File: config.mk
export PLATFORM = sky130hd
export DESIGN_NAME = ordered_list_store
export DESIGN_NICKNAME = d
export VERILOG_FILES = /design/src/rtl/ols_pkg.sv /design/src/rtl/ols_mem.sv /design/src/rtl/ols_ctrl.sv /design/src/rtl/ordered_list_store.sv
export SDC_FILE = /design/constraint.sdc
export NUM_CORES = 2
export LEC_CHECK = 0
export BUFFER_PORTS_ARGS = -buffer_cell sky130_fd_sc_hd__buf_2
export CAP_MARGIN = 20
export CORE_UTILIZATION = 30
export CTS_CLUSTER_DIAMETER = 30
export DETAILED_ROUTE_END_ITERATION = 12
export GPL_TIMING_DRIVEN = 0
export PLACE_DENSITY = 0.54
export SYNTH_ARGS = -nofsm -noshare
export SYNTH_HDL_FRONTEND = slang
export SYNTH_SLANG_ARGS = --single-unit
File: constraint.sdc
create_clock -name aclk -period 9 [get_ports aclk]
set_clock_uncertainty 0.05 [all_clocks]
set_input_delay 0.9 -clock aclk [delete_from_list [all_inputs] [get_ports aclk]]
set_output_delay 0.9 -clock aclk [all_outputs]
set_load 0.03 [all_outputs]
File: src/rtl/ols_pkg.sv
`default_nettype none

package ols_pkg;

    localparam int DATA_W = 32;

    // command codes
    localparam logic [2:0] CMD_PUSH_FRONT = 3'd0;
    localparam logic [2:0] CMD_PUSH_BACK  = 3'd1;
    localparam logic [2:0] CMD_POP_FRONT  = 3'd2;
    localparam logic [2:0] CMD_POP_BACK   = 3'd3;
    localparam logic [2:0] CMD_INSERT     = 3'd4;
    localparam logic [2:0] CMD_SEARCH     = 3'd5;

    // status codes
    localparam logic [2:0] ST_OK       = 3'd0;
    localparam logic [2:0] ST_EMPTY    = 3'd1;
    localparam logic [2:0] ST_INVALID  = 3'd2;
    localparam logic [2:0] ST_FULL     = 3'd3;
    localparam logic [2:0] ST_NOTFOUND = 3'd4;

    typedef struct packed {
        logic [2:0]               cmd;
        logic signed [DATA_W-1:0] value;
        logic [6:0]               position;
    } in_item_t;

    typedef struct packed {
        logic [2:0] status;
        logic [5:0] found_index;
        logic [6:0] entry_count;
    } out_item_t;

endpackage

`default_nettype wire

File: src/rtl/ols_mem.sv
`default_nettype none

module ols_mem #(
    parameter int DEPTH = 64,
    parameter int AW    = $clog2(DEPTH)
) (
    input  wire logic                      aclk,
    input  wire logic                      we,
    input  wire logic [AW-1:0]             waddr,
    input  wire logic [ols_pkg::DATA_W-1:0] wdata,
    input  wire logic [AW-1:0]             raddr,
    output logic      [ols_pkg::DATA_W-1:0] rdata
);
    import ols_pkg::*;

    logic [DATA_W-1:0] mem [DEPTH];
    logic [DATA_W-1:0] rdata_reg;

    always_ff @(posedge aclk) begin
        if (we) begin
            mem[waddr] <= wdata;
        end
        rdata_reg <= mem[raddr];
    end

    assign rdata = rdata_reg;

endmodule

`default_nettype wire

File: src/rtl/ols_ctrl.sv
`default_nettype none

module ols_ctrl #(
    parameter int CAPACITY = 64,
    parameter int AW       = $clog2(CAPACITY),
    parameter int CW       = $clog2(CAPACITY + 1)
) (
    input  wire logic                       aclk,
    input  wire logic                       aresetn,
    input  wire logic                       s_valid,
    output logic                            s_ready,
    input  wire ols_pkg::in_item_t          s_item,
    input  wire logic                       out_free,
    output logic                            res_valid,
    output ols_pkg::out_item_t              res_item,
    output logic                            mem_we,
    output logic [AW-1:0]                   mem_waddr,
    output logic [ols_pkg::DATA_W-1:0]      mem_wdata,
    output logic [AW-1:0]                   mem_raddr,
    input  wire logic [ols_pkg::DATA_W-1:0] mem_rdata
);
    import ols_pkg::*;

    typedef enum logic [3:0] {
        S_IDLE  = 4'b0001,
        S_SHIFT = 4'b0010,
        S_PLACE = 4'b0100,
        S_SCAN  = 4'b1000
    } state_t;

    state_t                   state_reg, state_next;
    logic [AW-1:0]            head_reg, head_next;
    logic [CW-1:0]            count_reg, count_next;
    logic [AW-1:0]            idx_reg, idx_next;
    logic [AW-1:0]            pos_reg, pos_next;
    logic signed [DATA_W-1:0] value_reg, value_next;

    logic          accept;
    logic          is_full;
    logic          is_empty;
    logic [AW-1:0] last_idx;
    logic [AW-1:0] head_dec;
    logic [2:0]    res_status;
    logic [AW-1:0] res_idx;

    // physical slot of a logical index in the ring
    function automatic logic [AW-1:0] wrap_add(input logic [AW-1:0] base,
                                               input logic [AW-1:0] off);
        logic [AW:0] sum;
        sum = {1'b0, base} + {1'b0, off};
        if (sum >= (AW+1)'(CAPACITY)) begin
            sum = sum - (AW+1)'(CAPACITY);
        end
        return sum[AW-1:0];
    endfunction

    assign s_ready  = (state_reg == S_IDLE) && out_free;
    assign accept   = s_valid && s_ready;
    assign is_full  = (count_reg == CW'(CAPACITY));
    assign is_empty = (count_reg == '0);
    assign last_idx = AW'(count_reg - CW'(1));
    assign head_dec = (head_reg == '0) ? AW'(CAPACITY - 1) : head_reg - AW'(1);

    always_comb begin
        state_next = state_reg;
        head_next  = head_reg;
        count_next = count_reg;
        idx_next   = idx_reg;
        pos_next   = pos_reg;
        value_next = value_reg;
        mem_we     = 1'b0;
        mem_waddr  = wrap_add(head_reg, AW'(count_reg));
        mem_wdata  = s_item.value;
        mem_raddr  = head_reg;
        res_valid  = 1'b0;
        res_status = ST_OK;
        res_idx    = '0;

        unique case (state_reg)
            S_IDLE: begin
                if (accept) begin
                    res_valid = 1'b1;
                    case (s_item.cmd)
                        CMD_PUSH_FRONT: begin
                            if (is_full) begin
                                res_status = ST_FULL;
                            end else begin
                                head_next  = head_dec;
                                mem_we     = 1'b1;
                                mem_waddr  = head_dec;
                                count_next = count_reg + CW'(1);
                            end
                        end
                        CMD_PUSH_BACK: begin
                            if (is_full) begin
                                res_status = ST_FULL;
                            end else begin
                                mem_we     = 1'b1;
                                count_next = count_reg + CW'(1);
                            end
                        end
                        CMD_POP_FRONT: begin
                            if (is_empty) begin
                                res_status = ST_EMPTY;
                            end else begin
                                head_next  = wrap_add(head_reg, AW'(1));
                                count_next = count_reg - CW'(1);
                            end
                        end
                        CMD_POP_BACK: begin
                            if (is_empty) begin
                                res_status = ST_EMPTY;
                            end else begin
                                count_next = count_reg - CW'(1);
                            end
                        end
                        CMD_INSERT: begin
                            if (32'(s_item.position) > 32'(count_reg)) begin
                                res_status = ST_INVALID;
                            end else if (is_full) begin
                                res_status = ST_FULL;
                            end else if (32'(s_item.position) == 32'(count_reg)) begin
                                // insert at the end is an append
                                mem_we     = 1'b1;
                                count_next = count_reg + CW'(1);
                            end else begin
                                res_valid  = 1'b0;
                                mem_raddr  = wrap_add(head_reg, last_idx);
                                idx_next   = last_idx;
                                pos_next   = AW'(s_item.position);
                                value_next = s_item.value;
                                state_next = S_SHIFT;
                            end
                        end
                        CMD_SEARCH: begin
                            if (is_empty) begin
                                res_status = ST_NOTFOUND;
                            end else begin
                                res_valid  = 1'b0;
                                idx_next   = '0;
                                value_next = s_item.value;
                                state_next = S_SCAN;
                            end
                        end
                        default: begin
                            res_status = ST_INVALID;
                        end
                    endcase
                end
            end
            S_SHIFT: begin
                // entry idx arrives now, moves one slot toward the back
                mem_we    = 1'b1;
                mem_waddr = wrap_add(head_reg, idx_reg + AW'(1));
                mem_wdata = mem_rdata;
                if (idx_reg == pos_reg) begin
                    state_next = S_PLACE;
                end else begin
                    mem_raddr = wrap_add(head_reg, idx_reg - AW'(1));
                    idx_next  = idx_reg - AW'(1);
                end
            end
            S_PLACE: begin
                mem_we     = 1'b1;
                mem_waddr  = wrap_add(head_reg, pos_reg);
                mem_wdata  = value_reg;
                count_next = count_reg + CW'(1);
                res_valid  = 1'b1;
                state_next = S_IDLE;
            end
            S_SCAN: begin
                if (mem_rdata == value_reg) begin
                    res_valid  = 1'b1;
                    res_idx    = idx_reg;
                    state_next = S_IDLE;
                end else if (idx_reg == last_idx) begin
                    res_valid  = 1'b1;
                    res_status = ST_NOTFOUND;
                    state_next = S_IDLE;
                end else begin
                    mem_raddr = wrap_add(head_reg, idx_reg + AW'(1));
                    idx_next  = idx_reg + AW'(1);
                end
            end
            default: begin
                state_next = S_IDLE;
            end
        endcase
    end

    assign res_item.status      = res_status;
    assign res_item.found_index = 6'(res_idx);
    assign res_item.entry_count = 7'(count_next);

    always_ff @(posedge aclk) begin
        if (!aresetn) begin
            state_reg <= S_IDLE;
            head_reg  <= '0;
            count_reg <= '0;
        end else begin
            state_reg <= state_next;
            head_reg  <= head_next;
            count_reg <= count_next;
        end
    end

    always_ff @(posedge aclk) begin
        idx_reg   <= idx_next;
        pos_reg   <= pos_next;
        value_reg <= value_next;
    end

`ifndef SYNTHESIS
    a_count_bound: assert property (@(posedge aclk) disable iff (!aresetn)
        count_reg <= CW'(CAPACITY))
        else $error("entry count above capacity");

    a_shift_range: assert property (@(posedge aclk) disable iff (!aresetn)
        state_reg == S_SHIFT |-> (idx_reg >= pos_reg) && (32'(idx_reg) < 32'(count_reg)))
        else $error("shift index out of range");

    a_scan_range: assert property (@(posedge aclk) disable iff (!aresetn)
        state_reg == S_SCAN |-> 32'(idx_reg) < 32'(count_reg))
        else $error("search index beyond stored entries");

    a_place_after_shift: assert property (@(posedge aclk) disable iff (!aresetn)
        state_reg == S_PLACE |-> $past(state_reg) == S_SHIFT)
        else $error("place step without shift");
`endif

endmodule

`default_nettype wire

File: src/rtl/ordered_list_store.sv
// ordered_list_store: an ordered list of up to CAPACITY signed 32-bit values
// held as a ring in one synchronous memory, with a head pointer and a count.
// input channel s_valid/s_ready/s_item carries one command per item: push
// front or back, pop front or back, insert at a position, or search for a key.
// result channel m_valid/m_ready/m_item returns exactly one item per command
// with status, found index and the entry count after the command.
// pushes, pops and rejected commands finish in the accept cycle; the result
// sits in the output register from the next cycle on, so these run one item
// per cycle while the receiver keeps up.
// insert at position p below the entry count n moves entries n - 1 down to p
// one slot back, one entry per cycle through the memory read/write ports,
// then writes the new value at p; insert at p equal to n is an append and
// finishes like a push. search compares one stored entry per cycle from the
// front and stops at the first match or after the last entry, a miss.
// a new item is taken only when the controller is idle and the output
// register is empty or being drained; a stalled receiver holds the result
// and back-pressures the input channel.
// synchronous reset (aresetn low) empties the list; memory contents need
// no clearing since only entries below the count are ever read.
`default_nettype none

module ordered_list_store #(
    parameter int CAPACITY = 64
) (
    input  wire logic               aclk,
    input  wire logic               aresetn,
    input  wire logic               s_valid,
    output logic                    s_ready,
    input  wire ols_pkg::in_item_t  s_item,
    output logic                    m_valid,
    input  wire logic               m_ready,
    output ols_pkg::out_item_t      m_item
);
    import ols_pkg::*;

    localparam int AW = $clog2(CAPACITY);
    localparam int CW = $clog2(CAPACITY + 1);

    logic              out_free;
    logic              res_valid;
    out_item_t         res_item;
    logic              mem_we;
    logic [AW-1:0]     mem_waddr;
    logic [DATA_W-1:0] mem_wdata;
    logic [AW-1:0]     mem_raddr;
    logic [DATA_W-1:0] mem_rdata;

    logic      m_valid_reg;
    out_item_t m_item_reg;

    assign out_free = !m_valid_reg || m_ready;

    ols_mem #(
        .DEPTH (CAPACITY),
        .AW    (AW)
    ) u_mem (
        .aclk  (aclk),
        .we    (mem_we),
        .waddr (mem_waddr),
        .wdata (mem_wdata),
        .raddr (mem_raddr),
        .rdata (mem_rdata)
    );

    ols_ctrl #(
        .CAPACITY (CAPACITY),
        .AW       (AW),
        .CW       (CW)
    ) u_ctrl (
        .aclk      (aclk),
        .aresetn   (aresetn),
        .s_valid   (s_valid),
        .s_ready   (s_ready),
        .s_item    (s_item),
        .out_free  (out_free),
        .res_valid (res_valid),
        .res_item  (res_item),
        .mem_we    (mem_we),
        .mem_waddr (mem_waddr),
        .mem_wdata (mem_wdata),
        .mem_raddr (mem_raddr),
        .mem_rdata (mem_rdata)
    );

    // output register decouples the result from the controller
    always_ff @(posedge aclk) begin
        if (!aresetn) begin
            m_valid_reg <= 1'b0;
        end else if (res_valid) begin
            m_valid_reg <= 1'b1;
        end else if (m_ready) begin
            m_valid_reg <= 1'b0;
        end
    end

    always_ff @(posedge aclk) begin
        if (res_valid) begin
            m_item_reg <= res_item;
        end
    end

    assign m_valid = m_valid_reg;
    assign m_item  = m_item_reg;

`ifndef SYNTHESIS
    a_no_overwrite: assert property (@(posedge aclk) disable iff (!aresetn)
        res_valid |-> (!m_valid_reg || m_ready))
        else $error("result item would overwrite an undelivered item");
`endif

endmodule

`default_nettype wire
==> impl_metrics.env <==
export IMPL_rrSetupSlack_ns=1.00
export IMPL_ctsRootBufferMaster="clkbuf_16"
export IMPL_async_flop_share_pct=0
export IMPL_wl_um=285000
export IMPL_hold_path_class="input pin to flop"
export IMPL_reg2reg_depth=15
export IMPL_setup_viol=0
export IMPL_fin_nets=5468
export IMPL_synth_compound_area_share_pct=7.05
export IMPL_synth_area_um2=86500
export IMPL_cts_path_max_buffers=4
export IMPL_rows=196
export IMPL_layout_commonest_cell="edfxtp_1"
export IMPL_final_max_slew_viol_count=0
export IMPL_min_from="s_item[31]"
export IMPL_worst_setup_path_end_kind="flop"
export IMPL_layout_common_cells="edfxtp_1, clkbuf_16, mux4_2"
export IMPL_grtUsageTotal_pct=19.1
export IMPL_peakVddDrop_v=0.000225
export IMPL_cts_made_buffers=409
export IMPL_core_um2=286000
export IMPL_numClockSinks=2158
export IMPL_synth_xor_area_share_pct=0.888
export IMPL_gp_congestion=0.947
export IMPL_fin_crit_sh_pct=88.9
export IMPL_ys_ff_latch=2158
export IMPL_worst_r2r_endpoint="u_mem.rdata[26]$_DFF_P_"
export IMPL_grt_max_degree=65
export IMPL_finalHoldWorstSlack_ns=0.200
export IMPL_yosys_warnings=0
export IMPL_synth_fa_ha_area_share_pct=0.666
export IMPL_cp_arrival_ns=8.62
export IMPL_seqPwrFrac_pct=39.3
export IMPL_wl_met2_um=130000
export IMPL_portBuffers=63
export IMPL_dr_max_layer_used="met5"
export IMPL_fin_crit_ns=8.00
export IMPL_synth_mux_area_share_pct=10.9
export IMPL_antenna_found_initial=12
export IMPL_path_max_fanout=10
export IMPL_drtIter0Drc=6932
export IMPL_drive_above_1_share_pct=25.2
export IMPL_initial_core_util_pct=30.2
export IMPL_comb_power_share_pct=6.7
export IMPL_power_switching_mw=6.66
export IMPL_synth_flop_cell="edfxtp_1"
export IMPL_avgRoutedWirePerCell_um=30.0
export IMPL_dr_pass1_iters=8
export IMPL_hold_violations=0
export IMPL_rsz0062_at_grt="no"
export IMPL_relSlewSlack_pct=8.63
export IMPL_fmax_mhz=125
export IMPL_drc_errors=0
export IMPL_p_leak_nw=34.8
export IMPL_start_kind="flop"
export IMPL_worstMarginPinSlew_ns=1.36
export IMPL_synthDistinctLibCells=80
export IMPL_grt_pass1_wl_um=394000
export IMPL_internal_power_mw=21.8
export IMPL_die_h_um=539
export IMPL_status="finished clean"
export IMPL_area_growth_pct=25.2
export IMPL_cts_tree="done"
export IMPL_insertion_delay_ns=0.94
export IMPL_clkTransAtPathRegs_ns=0.05
export IMPL_grt_remaining_overflow=0
export IMPL_synth_edff_count=2108
export IMPL_synth_seq_area_share_pct=74.4
export IMPL_wl_met3_um=27500
export IMPL_htreeDepth=5
export IMPL_synth_nets=4885
export IMPL_io_pins=64
export IMPL_viasPerCell=5.43
export IMPL_cts_resized=0
export IMPL_synth_top_family_by_area="multiplexers"
export IMPL_critPathKind="flop to flop"
export IMPL_largest_reg_flops=2048
export IMPL_maxCapViolations=0
export IMPL_crit_path_end="u_mem.rdata[26]$_DFF_P_"
export IMPL_design_die_area_um2=290000
export IMPL_synth_cells=4796
export IMPL_cts_hold_buf=0
export IMPL_fp_dieW_um=539
export IMPL_crit_start="u_ctrl.count_reg[0]$_SDFF_PN0_"
export IMPL_met1_length_um=112000
export IMPL_via_count=51600
export IMPL_tns_ns=0
export IMPL_synth_simple_gate_area_share_pct=4.45
export IMPL_dpl_hpwl_um=193000
export IMPL_cp_required_ns=9.62
export IMPL_drtAntennaViolNets=0
export IMPL_timing_rr_start="u_ctrl.count_reg[0]$_SDFF_PN0_"
export IMPL_p_sw_share_pct=23.4
export IMPL_grt_pass1_vias=50900
export IMPL_p_per_area_nw_per_um2=263
export IMPL_avgSynthCellArea_um2=18.0
export IMPL_cts_setup_buffers=0
export IMPL_clkPwrFrac_pct=54.0
## critical path, cell delays in order, from the launching register on
cell       delay (ns)
dfxtp_1          0.48
clkbuf_1         0.36
inv_1            0.24
ha_1             0.34
xor2_1           0.44
xnor2_1          0.18
nand4_1          0.32
a2bb2oi_2        0.33
o21ai_1          0.38
a2111o_1         0.54
clkbuf_1         0.83
clkbuf_1         0.97
clkbuf_1         0.79
a21oi_1          0.15
a211oi_1         1.03
a2111oi_2        0.34
## power groups by stage
| stage | Sequential (mW) | Clock [mW] | Combinational [mW] |
|---|---|---|---|
| floorplan | 11.4 | 0 | 1.01 |
| CTS | 11.2 | 15.5 | 1.89 |
| global placement | 11.4 | 0 | 1.79 |
| global route | 11.2 | 16.0 | 1.99 |
| finish | 11.2 | 15.4 | 1.92 |
| detailed placement | 11.4 | 0 | 1.88 |
## metal layers
layer  vias to the layer above  global-route usage (%)
li1                      21100                       -
met1                     27000                    25.1
met2                      2909                    29.4
met3                       598                    4.69
met4                         4                    9.92
met5                         -                       0
## cells by family (layout without fill, tap and decap cells)
| family | count (synthesis) | count (layout) |
|---|---|---|
| buffers and inverters | 334 | 1264 |
| DFF | 2158 | 2158 |
| adders and majority gates | 43 | 43 |
| other | 0 | 6 |
| AOI/OAI and AO/OA | 815 | 815 |
| muxes | 527 | 527 |
| xor gates and xnor gates | 83 | 83 |
| and+or+nand+nor | 836 | 836 |
## worst min path at each step
stage | to | slack [ns] | cells past startpoint
2_1_floorplan | u_ctrl.head_reg[4]$_SDFFE_PN0P_ | 0.53 | 2
3_3_place_gp | m_valid$_SDFFE_PN0P_ | 0.61 | 2
3_5_place_dp | u_mem.mem[35][19]$_DFFE_PP_ | 0.62 | 2
4_1_cts | u_ctrl.value_reg[14]$_DFFE_PP_ | 0.14 | 1
5_1_grt | u_ctrl.value_reg[14]$_DFFE_PP_ | 0.16 | 1
6_report | u_ctrl.value_reg[24]$_DFFE_PP_ | 0.20 | 1
## final cells by class
cell class              instances  area [um^2]
plain buffers                 298         1360
repair buffers                172         2380
clock inverters               286         3410
flip-flops and latches       2158        64300
diodes                          6         15.0
multi-input cells            2304        21300
inverters                      36          135
clock buffers                 472        10600
fillers                     26200       178000
well taps                    3762         4710
## cell usage after synthesis, types with 31 or more instances
cell type     n  area, um^2
a21oi_1     127         636
a211oi_1    109         818
o21ai_0      98         490
a211o_1      32         280
mux4_2      326        7340
nor2_1      143         537
and3_1       77         482
mux2i_1     177        1770
ha_1         38         475
edfxtp_1   2108       63300
inv_1        36         135
a311o_1      40         400
a22oi_1      59         443
nand3_1     149         746
dfxtp_1      50        1000
clkbuf_1    177         664
buf_4        31         233
o22ai_1      49         307
nand2_1     352        1320
o221ai_1     32         280
buf_2        66         330
a2111oi_0    66         578
xor2_1       54         473
## through the flow
stage                     setup slack [ns]  utilization, %  power [mW]  instances  area (um^2)
final                                 1.00            37.9        28.5       9494       108000
after global routing                 0.966            37.8        29.2       9489       108000
after global placement              0.0514            32.0        13.2       8621        91500
after floorplan                       3.96               -        12.4       4796        86500
after CTS                             1.25            37.8        28.6       9483       108000
after detailed placement              1.21            32.9        13.3       8725        94200
Note: power is estimated with default switching activity, not from simulation.
